**src/rtl/core/hsvrgb_pkg.sv**
```systemverilog
package hsvrgb_pkg;

	// field widths
	localparam int unsigned HueW   = 9;
	localparam int unsigned PctW   = 7;
	localparam int unsigned ByteW  = 8;
	localparam int unsigned FracW  = 6;

	// colour constants
	localparam int unsigned HueSectorDeg = 60;
	localparam int unsigned PercentFull  = 100;
	localparam int unsigned ByteFull     = 255;
	localparam int unsigned SectorCount  = 6;
	localparam int unsigned Span         = HueSectorDeg * PercentFull;

	// number of sector boundaries below the largest 9-bit hue
	localparam int unsigned HueSteps = ((1 << HueW) - 1) / HueSectorDeg;
	localparam int unsigned QuotW    = 4;

	// internal arithmetic widths
	localparam int unsigned ScaleW = 15; // 255 * value
	localparam int unsigned DiffW  = 13; // 6000 - k * sat
	localparam int unsigned NumW   = ScaleW + DiffW;

	// divide by 600000 = 2^6 * 9375: shift, then multiply by a rounded-up reciprocal
	localparam int unsigned Divisor    = Span * PercentFull;
	localparam int unsigned PreShift   = 6;
	localparam int unsigned DivOdd     = Divisor >> PreShift;
	localparam int unsigned RecipShift = 36;
	localparam int unsigned RecipW     = 23;
	localparam logic [63:0] RecipMul   =
		((64'd1 << RecipShift) + 64'(DivOdd) - 64'd1) / 64'(DivOdd);
	localparam int unsigned QuoInW     = NumW - PreShift;
	localparam int unsigned ProdW      = QuoInW + RecipW;

	typedef enum logic [2:0] {
		SEC_RED_YELLOW  = 3'd0,
		SEC_YELLOW_GRN  = 3'd1,
		SEC_GRN_CYAN    = 3'd2,
		SEC_CYAN_BLUE   = 3'd3,
		SEC_BLUE_MAG    = 3'd4,
		SEC_MAG_RED     = 3'd5
	} sector_t;

endpackage

```
**src/rtl/core/hsvrgb_level.sv**
```systemverilog
module hsvrgb_level
	import hsvrgb_pkg::*;
(
	input  logic              clk,
	input  logic              adv,
	input  logic [FracW-1:0]  k,
	input  logic [PctW-1:0]   sat,
	input  logic [PctW-1:0]   val,
	output logic [ByteW-1:0]  level
);

	logic [ScaleW-1:0] scale_s2;
	logic [DiffW-1:0]  diff_s2;
	logic [NumW-1:0]   num_s3;
	logic [ByteW-1:0]  level_s4;
	logic [DiffW-1:0]  ks;
	logic [ProdW-1:0]  prod;

	// k * sat never exceeds 6000
	assign ks = DiffW'(k) * DiffW'(sat);

	always_ff @(posedge clk) begin
		if (adv) begin
			scale_s2 <= ScaleW'(ByteFull) * ScaleW'(val);
			diff_s2  <= DiffW'(Span) - ks;
		end
	end

	always_ff @(posedge clk) begin
		if (adv) begin
			num_s3 <= NumW'(scale_s2) * NumW'(diff_s2);
		end
	end

	// exact floor of num / 600000
	assign prod = ProdW'(num_s3[NumW-1:PreShift]) * ProdW'(RecipMul[RecipW-1:0]);

	always_ff @(posedge clk) begin
		if (adv) begin
			level_s4 <= prod[RecipShift +: ByteW];
		end
	end

	assign level = level_s4;

endmodule

```
**src/rtl/core/hsv_to_rgb_converter.sv**
```systemverilog
// hsv to rgb colour converter, one colour per item
//
// source channel: src_valid / src_stall with hue (degrees), saturation and
// brightness (percent) and alpha_in. destination channel: dst_valid /
// dst_stall with red, green, blue and alpha_out. an item moves on a rising
// edge where valid is high and stall is low.
//
// an item passes in order through the registers for clamp/sector, k*sat,
// 255*v*(6000-k*sat), reciprocal multiply and channel select, one stage each.
// the pipeline takes one item every cycle while dst_stall does not hold the output.
//
// while dst_valid is high and dst_stall is high, every stage holds and
// src_stall is raised, so nothing is lost or repeated. empty stages do not
// close up during a stall.
//
// zero saturation gives a grey pixel with alpha_out forced to 255. hue of 360
// or more wraps, saturation and brightness above 100 clamp to 100.
// arst_n clears all valid bits; data registers are not reset.
module hsv_to_rgb_converter
	import hsvrgb_pkg::*;
(
	input  logic              clk,
	input  logic              arst_n,
	input  logic              src_valid,
	output logic              src_stall,
	input  logic [HueW-1:0]   hue,
	input  logic [PctW-1:0]   saturation,
	input  logic [PctW-1:0]   brightness,
	input  logic [ByteW-1:0]  alpha_in,
	output logic              dst_valid,
	input  logic              dst_stall,
	output logic [ByteW-1:0]  red,
	output logic [ByteW-1:0]  green,
	output logic [ByteW-1:0]  blue,
	output logic [ByteW-1:0]  alpha_out
);

	// whole pipeline moves together unless the output item is held
	logic adv;
	assign adv       = !(dst_valid && dst_stall);
	assign src_stall = !adv;

	// stage 1: clamp, sector and fraction of the hue
	logic [QuotW-1:0] quot;
	logic [HueW-1:0]  hue_base;
	logic [PctW-1:0]  sat_c;
	logic [PctW-1:0]  val_c;
	sector_t          sector_c;

	always_comb begin
		quot = '0;
		for (int i = 1; i <= HueSteps; i++) begin
			if (hue >= HueW'(i * HueSectorDeg)) begin
				quot = quot + QuotW'(1);
			end
		end
		hue_base = HueW'(quot) * HueW'(HueSectorDeg);
		// quotient is at most 8, so one conditional subtract wraps it
		if (quot >= QuotW'(SectorCount)) begin
			sector_c = sector_t'(3'(quot - QuotW'(SectorCount)));
		end else begin
			sector_c = sector_t'(3'(quot));
		end
		sat_c = (saturation > PctW'(PercentFull)) ? PctW'(PercentFull) : saturation;
		val_c = (brightness > PctW'(PercentFull)) ? PctW'(PercentFull) : brightness;
	end

	logic             v_s1, v_s2, v_s3, v_s4;
	logic [FracW-1:0] frac_s1;
	logic [PctW-1:0]  sat_s1, val_s1;
	sector_t          sector_s1, sector_s2, sector_s3, sector_s4;
	logic             grey_s1, grey_s2, grey_s3, grey_s4, grey_s5;
	logic [ByteW-1:0] alpha_s1, alpha_s2, alpha_s3, alpha_s4;

	always_ff @(posedge clk or negedge arst_n) begin
		if (!arst_n) begin
			v_s1      <= 1'b0;
			v_s2      <= 1'b0;
			v_s3      <= 1'b0;
			v_s4      <= 1'b0;
			dst_valid <= 1'b0;
		end else if (adv) begin
			v_s1      <= src_valid;
			v_s2      <= v_s1;
			v_s3      <= v_s2;
			v_s4      <= v_s3;
			dst_valid <= v_s4;
		end
	end

	always_ff @(posedge clk) begin
		if (adv) begin
			frac_s1   <= FracW'(hue - hue_base);
			sat_s1    <= sat_c;
			val_s1    <= val_c;
			sector_s1 <= sector_c;
			grey_s1   <= (sat_c == '0);
			alpha_s1  <= alpha_in;
			// sidebands follow the arithmetic in the level units
			sector_s2 <= sector_s1;
			sector_s3 <= sector_s2;
			sector_s4 <= sector_s3;
			grey_s2   <= grey_s1;
			grey_s3   <= grey_s2;
			grey_s4   <= grey_s3;
			alpha_s2  <= alpha_s1;
			alpha_s3  <= alpha_s2;
			alpha_s4  <= alpha_s3;
		end
	end

	// stages 2..4: the four candidate levels v, p, q and t
	logic [FracW-1:0] k_t;
	logic [ByteW-1:0] lv, lp, lq, lt;

	assign k_t = FracW'(HueSectorDeg) - frac_s1;

	hsvrgb_level u_lv (
		.clk   (clk),
		.adv   (adv),
		.k     ('0),
		.sat   (sat_s1),
		.val   (val_s1),
		.level (lv)
	);

	hsvrgb_level u_lp (
		.clk   (clk),
		.adv   (adv),
		.k     (FracW'(HueSectorDeg)),
		.sat   (sat_s1),
		.val   (val_s1),
		.level (lp)
	);

	hsvrgb_level u_lq (
		.clk   (clk),
		.adv   (adv),
		.k     (frac_s1),
		.sat   (sat_s1),
		.val   (val_s1),
		.level (lq)
	);

	hsvrgb_level u_lt (
		.clk   (clk),
		.adv   (adv),
		.k     (k_t),
		.sat   (sat_s1),
		.val   (val_s1),
		.level (lt)
	);

	// stage 5: route the levels to the channels by sector
	logic [ByteW-1:0] r_c, g_c, b_c;

	always_comb begin
		if (grey_s4) begin
			r_c = lv;
			g_c = lv;
			b_c = lv;
		end else begin
			case (sector_s4)
				SEC_RED_YELLOW: begin
					r_c = lv; g_c = lt; b_c = lp;
				end
				SEC_YELLOW_GRN: begin
					r_c = lq; g_c = lv; b_c = lp;
				end
				SEC_GRN_CYAN: begin
					r_c = lp; g_c = lv; b_c = lt;
				end
				SEC_CYAN_BLUE: begin
					r_c = lp; g_c = lq; b_c = lv;
				end
				SEC_BLUE_MAG: begin
					r_c = lt; g_c = lp; b_c = lv;
				end
				default: begin
					r_c = lv; g_c = lp; b_c = lq;
				end
			endcase
		end
	end

	logic [ByteW-1:0] red_s5, green_s5, blue_s5, alpha_s5;

	always_ff @(posedge clk) begin
		if (adv) begin
			red_s5   <= r_c;
			green_s5 <= g_c;
			blue_s5  <= b_c;
			alpha_s5 <= grey_s4 ? ByteW'(ByteFull) : alpha_s4;
			grey_s5  <= grey_s4;
		end
	end

	assign red       = red_s5;
	assign green     = green_s5;
	assign blue      = blue_s5;
	assign alpha_out = alpha_s5;

	// a grey item leaves with equal channels and opaque alpha
	assert property (@(posedge clk) disable iff (!arst_n)
		dst_valid && grey_s5 |->
			red == green && green == blue && alpha_out == ByteW'(ByteFull))
		else $error("grey item left with unequal channels or alpha");

	// a held output freezes every valid bit behind it
	assert property (@(posedge clk) disable iff (!arst_n)
		dst_valid && dst_stall |=> $stable({v_s1, v_s2, v_s3, v_s4}) && dst_valid)
		else $error("pipeline moved during output stall");

	// an item in the last level stage reaches the output on the next move
	assert property (@(posedge clk) disable iff (!arst_n)
		v_s4 && adv |=> dst_valid)
		else $error("item dropped between level stage and output");

	// for every output item, some channel holds the maximum level of the three
	assert property (@(posedge clk) disable iff (!arst_n)
		dst_valid |->
			(red >= green && red >= blue) || (green >= red && green >= blue) ||
			(blue >= red && blue >= green))
		else $error("no channel holds the maximum level");

endmodule
```
**config.mk**
```make
export PLATFORM = sky130hd
export DESIGN_NAME = hsv_to_rgb_converter
export DESIGN_NICKNAME = d
export VERILOG_FILES = /design/src/rtl/core/hsvrgb_pkg.sv /design/src/rtl/core/hsvrgb_level.sv /design/src/rtl/core/hsv_to_rgb_converter.sv
export SDC_FILE = /design/constraint.sdc
export NUM_CORES = 2
export LEC_CHECK = 0
export CORE_MARGIN = 2
export CORE_UTILIZATION = 55
export CTS_BUF_LIST = sky130_fd_sc_hd__clkbuf_8
export CTS_CLUSTER_DIAMETER = 80
export DETAILED_ROUTE_END_ITERATION = 12
export DONT_BUFFER_PORTS = 1
export PLACE_DENSITY_LB_ADDON = 0.12
export SLEW_MARGIN = 20
export SYNTH_ARGS = -nofsm -noshare
export SYNTH_HDL_FRONTEND = slang
export SYNTH_SLANG_ARGS = --single-unit
```
**constraint.sdc**
```tcl
create_clock -name clk -period 8.9 [get_ports clk]
set_input_delay 0.89 -clock clk [delete_from_list [all_inputs] [get_ports clk]]
set_output_delay 0.89 -clock clk [all_outputs]
set_load 0.05 [all_outputs]
```
Yosys cells after proc, flatten, opt, wreduce, memory -nomap -nowiden
Index checks and enable logic that the tools add are counted.
{ "totals": {"in_bits": 35, "output_inout_bits": 34, "ff_bits": 299} }
{ "op_classes": {"magnitude_cmp": 11, "n_eq_ne": 4, "n_addsub": 13, "multipliers": 13, "reduce_logical": 7, "mux": 16} }
{ "ops": {"columns": ["cell", "count"], "rows": [
  ["multiplier 22 x 22 -> 43 bit, second input constant", 4],
  ["multiplier 15 x 13 -> 28 bit", 3],
  ["one-hot mux 8 bit (3 select lines)", 3],
  ["subtractor 13 bit, first input constant", 3],
  [">= comparator 9 bit, second input constant", 4],
  ["multiplier 6 x 7 -> 13 bit", 2],
  ["adder 4 x 1 -> 4 bit, second input constant", 6],
  ["multiplier 15 x 9 -> 24 bit, second input constant", 1],
  ["2-to-1 mux 4 bit", 6],
  ["2-to-1 mux 8 bit", 3],
  [">= comparator 9 x 8 -> 1 bit, second input constant", 2],
  ["multiplier 8 x 7 -> 15 bit, first input constant", 1],
  ["> comparator 7 bit, second input constant", 2],
  ["multiplier 4 x 7 -> 11 bit, first input constant", 1],
  [">= comparator 9 x 6 -> 1 bit, second input constant", 1],
  [">= comparator 9 x 7 -> 1 bit, second input constant", 1],
  ["OR reduction 2 bit", 4],
  ["logical NOT 7 bit", 1],
  ["2-to-1 mux 7 bit", 1],
  ["== test 3 x 2 -> 1 bit, second input constant", 2],
  ["subtractor 6 bit", 1],
  ["subtractor 6 bit, first input constant", 1],
  [">= comparator 4 x 3 -> 1 bit, second input constant", 1],
  ["multiplier 4 x 1 -> 4 bit, second input constant", 1],
  ["9 further kinds", 9]
]} }

Logic depth before layout (Yosys ltp)
{ "logic_depth": {"ltp_word": 18, "depth_mapped": 31} }

Hierarchy
Synthesis repeated with hierarchy kept, for this count alone.
{ "hier_totals": {"hier_cells": 7881, "area_unflattened_um2": 79371.1} }
{ "by_module_without_submodules": {"columns": ["module", "cells_per_inst", "area_each_um2", "n_inst", "seq_area_each_um2"], "rows": [
  ["hsvrgb_level at u_lt", 1900, 18716.7, 1, 1741.7],
  ["hsvrgb_level at u_lv", 1859, 18584.1, 1, 1741.7],
  ["hsvrgb_level at u_lp", 1865, 18474.0, 1, 1741.7],
  ["hsvrgb_level at u_lq", 1819, 18285.0, 1, 1741.7],
  ["hsv_to_rgb_converter", 438, 5311.3, 1, 3128.0]
]} }

Worst setup path before layout
No wires, ideal clock.
{ "synth_path": {"kind": "input port to output port", "startpoint": "input port dst_stall", "endpoint": "output port src_stall", "cell_stages": 2, "slack_ns": -0.733, "arrival_time_ns": 8.743, "required_ns": 8.010, "cell_sequence": "nand2_1 inv_1"} }
{ "synth_between": {"elab_chain_len": 1} }
{ "synth_lines": {"columns": ["item", "line_no", "source"], "rows": [
  ["start, declared", "hsv_to_rgb_converter.sv:31", "input logic dst_stall,"],
  ["logical AND 1 bit", "hsv_to_rgb_converter.sv:40", "assign adv = !(dst_valid && dst_stall);"],
  ["end, declared", "hsv_to_rgb_converter.sv:25", "output logic src_stall,"]
]} }
No other way between the ends.

Worst setup path in the final report
{ "layout_path": {"startpoint": "register u_lq.num_s3[15]", "endpoint": "register u_lq.level_s4[7] (netlist: u_lq.level[7]), data pin"} }
{ "layout_between": {"elab_chain_len": 1} }
{ "layout_lines": {"columns": ["item", "line_no", "source"], "rows": [
  ["start, declared", "hsvrgb_level.sv:14", "logic [NumW-1:0] num_s3;"],
  ["start signal, assigned", "hsvrgb_level.sv:31", "num_s3 <= NumW'(scale_s2) * NumW'(diff_s2);"],
  ["multiplier 22 x 22 -> 43 bit", "hsvrgb_level.sv:36", "assign prod = ProdW'(num_s3[NumW-1:PreShift]) * ProdW'(RecipMul[RecipW-1:0]);"],
  ["net u_lq.prod[43]", "hsvrgb_level.sv:17", "logic [ProdW-1:0] prod;"],
  ["end signal, assigned", "hsvrgb_level.sv:40", "level_s4 <= prod[RecipShift +: ByteW];"],
  ["end, declared", "hsvrgb_level.sv:15", "logic [ByteW-1:0] level_s4;"]
]} }
The timed path passes the listed nets, and every way through them passes these cells.
A chain may end at the register's enable or synchronous reset.

==> impl_metrics.env <==
export IMPL_startpoint_type="flip-flop"
export IMPL_holdWs_ps=233
export IMPL_hpwl_mm=134
export IMPL_num_vias=41802
export IMPL_crit_family="adder cells"
export IMPL_cts_buffers=54
export IMPL_timing_final_crit_share_pct=78.8
export IMPL_die_area_um2=123000
export IMPL_finalSetupViolations=0
export IMPL_post_place_ws_ps=1870
export IMPL_cts_tree="done"
export IMPL_drt_iter0_drc=2223
export IMPL_drive_gt1_share_pct=2.43
export IMPL_hold_depth=0
export IMPL_wl_mm=156
export IMPL_drc_errors=0
export IMPL_reg2regPathDepth=22
export IMPL_io_pins=69
export IMPL_crit_path_top_delay_cell="fa_1"
export IMPL_grt_pass1_wl_mm=253
export IMPL_grt_ovfl_total=0
export IMPL_dr_pass1_iters=5
export IMPL_fin_tns_setup_ps=0
export IMPL_design_area_um2=69300
export IMPL_gp_congestion=0.946
export IMPL_clk_pin_slew_ps=70
export IMPL_crit_arrival_ps=7470
export IMPL_synth_nets=8792
export IMPL_path_class="flip-flop to flip-flop"
export IMPL_nNetsFinal=8750
export IMPL_port_buffers=0
export IMPL_cp_max_fo=6
export IMPL_grt_pass1_vias=45743
export IMPL_fin_ws_ps=1890
export IMPL_rsz0062_at_grt="no"
export IMPL_grt_antenna_before_repair=7
export IMPL_finalHoldViolCount=0
export IMPL_ys_ff_latch=276
export IMPL_timing_fmax_ghz=0.143
export IMPL_finalMaxSlewViolations=0
export IMPL_grt_start_max_net_pins=142
export IMPL_endpoint_kind="flip-flop"
export IMPL_yosys_cell_types_count=82
export IMPL_yosysWarningCount=0
export IMPL_worst_slew_pin_slew_ps=1010
export IMPL_cts_sinks=276
export IMPL_routedWlPerCell_um=19.6
export IMPL_synthCells=6343
export IMPL_path_depth=22
export IMPL_path_cells="inv_1, fa_1, inv_1, fa_1, fa_1, fa_1, fa_1, fa_1, inv_1, fa_1, inv_1, ha_1, a21oi_1, o21ai_0, a31oi_1, o21ai_0, a31oi_1, o41ai_1, buf_4, a211o_1, a31oi_1, xnor2_1"
export IMPL_ant_nets=0
export IMPL_core_area_um2=120000
export IMPL_status="finished, final reports clean"
export IMPL_grt_use_total_pct=26.9
export IMPL_synth_main_ff_cell="edfxtp_1"
export IMPL_root_buffer="clkbuf_8"
export IMPL_cts_htree_levels=2
export IMPL_num_rows=127
export IMPL_clock_latency_ps=750
export IMPL_worstPathRequired_ps=9360
export IMPL_postSynthAreaPerCell_um2=10.5
export IMPL_slowest_delay_ps=670
export IMPL_synth_edf_count=271
export IMPL_period_needed_ps=7010
export IMPL_synth_seq_area_share_pct=12.5
export IMPL_die_h_um=351
export IMPL_via_per_inst=5.25
export IMPL_placed_cell_area_um2=68200
export IMPL_synth_area_um2=66400
export IMPL_maxCapViolCount=0
export IMPL_path_buf_inv=5
export IMPL_clockBufferDepth=3
export IMPL_cp_common_cell="fa_1"
export IMPL_skew_ps=46.3
export IMPL_max_slew_margin_pct=32.8
export IMPL_hp_class="primary input to flip-flop"
export IMPL_async_flop_share_pct=1.81
export IMPL_die_x_um=351
export IMPL_initial_core_util_pct=55.4
export IMPL_syn_to_final_growth_pct=4.45
## layout make-up
type,instances,area [µm²]
multi-input cells,4247,51300
fillers,10572,50500
flip-flops and latches,276,8260
inverters,1689,6340
well taps,1612,2020
clock buffers,54,743
clock inverters,45,377
repair buffers,33,300
diodes,1,2.50
## routing by layer
layer	vias up	global-route usage (%)	part of all wire (%)
met1	21136	37.0	45
li1	19572	-	-
met2	907	43.7	46
met5	-	0	0.022
met4	4	6.64	2.5
met3	183	5.46	6.4
## state kept, by name (all words and copies together) (netlist names), 11 cells and up
signal / count
u_lp.diff_s2: 11
u_lq.num_s3: 22
u_lt.num_s3: 22
u_lt.diff_s2: 13
u_lp.scale_s2: 15
u_lv.num_s3: 22
u_lp.num_s3: 22
u_lq.diff_s2: 12
## stage by stage
step / instances / utilization [%]
after floorplan: 6343 / -
after global placement: 7856 / 56.9
after detailed placement: 7856 / 56.9
after CTS: 7956 / 57.8
after global routing: 7957 / 57.8
final: 7957 / 57.8
## logic make-up after synthesis
family,after synthesis,synth area share (%)
compound gates,551,5.48
xor+xnor,201,2.71
fa+ha+maj,2414,60.7
buf+inv,1820,10.3
flops,276,12.5
mux,45,0.690
simple gates,1036,7.63
## cells in the final DEF (no fill, tap or decap), types with 16 or more instances in the layout
master | synthesis | layout
fa_1 | 1345 | 1345
a21oi_1 | 157 | 157
nand2b_1 | 19 | 19
ha_1 | 1069 | 1069
inv_1 | 1688 | 1702
o21a_1 | 29 | 29
o21ai_0 | 92 | 92
or2_2 | 16 | 16
xnor2_1 | 147 | 147
edfxtp_1 | 271 | 271
nand3_1 | 32 | 32
xor2_1 | 51 | 51
and2_1 | 267 | 267
a211oi_1 | 20 | 20
mux2i_1 | 39 | 39
nor3_1 | 32 | 32
a21o_1 | 92 | 92
nand4_1 | 18 | 18
nor2b_1 | 32 | 32
nand2_1 | 453 | 452
nor2_1 | 108 | 108
and3_1 | 17 | 17
o21bai_1 | 26 | 26
buf_4 | 1 | 28
clkbuf_8 | 0 | 54
## final timing paths
kind / start / slack, ps / end
max: u_lq.num_s3[15] / 1890 / u_lq.level[7]
min: hue[0] / 230 / frac_s1[0]
max reg2reg: u_lq.num_s3[15] / 1890 / u_lq.level[7]
min reg2reg: sector_s3[1] / 420 / sector_s4[1]
max in group asynchronous: arst_n / 8260 / v_s3
min in group asynchronous: arst_n / 450 / v_s1
## Yosys cell counts, types with 4 or more instances
cell type | instances | area [µm²]
a2111oi_0 | 6 | 52.6
a211o_1 | 11 | 96.3
a211oi_1 | 20 | 150
a21boi_0 | 5 | 37.5
a21o_1 | 92 | 691
a21oi_1 | 157 | 786
a221oi_1 | 15 | 131
a22oi_1 | 8 | 60.1
a31o_2 | 5 | 43.8
a31oi_1 | 12 | 75.1
and2_1 | 267 | 1670
and3_1 | 17 | 106
and4_1 | 9 | 78.8
buf_1 | 5 | 18.8
clkbuf_1 | 122 | 458
dfrtp_1 | 5 | 125
edfxtp_1 | 271 | 8140
fa_1 | 1345 | 26900
ha_1 | 1069 | 13400
inv_1 | 1688 | 6340
mux2_2 | 6 | 67.6
mux2i_1 | 39 | 390
nand2_1 | 453 | 1700
nand2b_1 | 19 | 119
nand3_1 | 32 | 160
nand4_1 | 18 | 113
nor2_1 | 108 | 405
nor2b_1 | 32 | 200
nor3_1 | 32 | 160
nor4_1 | 10 | 62.6
o2111ai_1 | 4 | 35.0
o211ai_1 | 9 | 67.6
o21a_1 | 29 | 218
o21ai_0 | 92 | 460
o21bai_1 | 26 | 195
o22ai_1 | 10 | 62.6
o31a_1 | 7 | 61.3
o31ai_1 | 6 | 45.0
o41ai_1 | 7 | 61.3
or2_2 | 16 | 100
or3_1 | 8 | 50.1
xnor2_1 | 147 | 1290
xor2_1 | 51 | 447
## what timing repair did
| item | 4_1_cts | 5_1_grt |
|---|---|---|
| resized for setup | 0 | 0 |
| setup buffers | 0 | 0 |
| endpoints found under the hold margin | 5 | 0 |
| hold buffers | 1 | 0 |
Power is not shown: default switching activity piles up to over one toggle a cycle in this logic, so the estimate is an artifact.
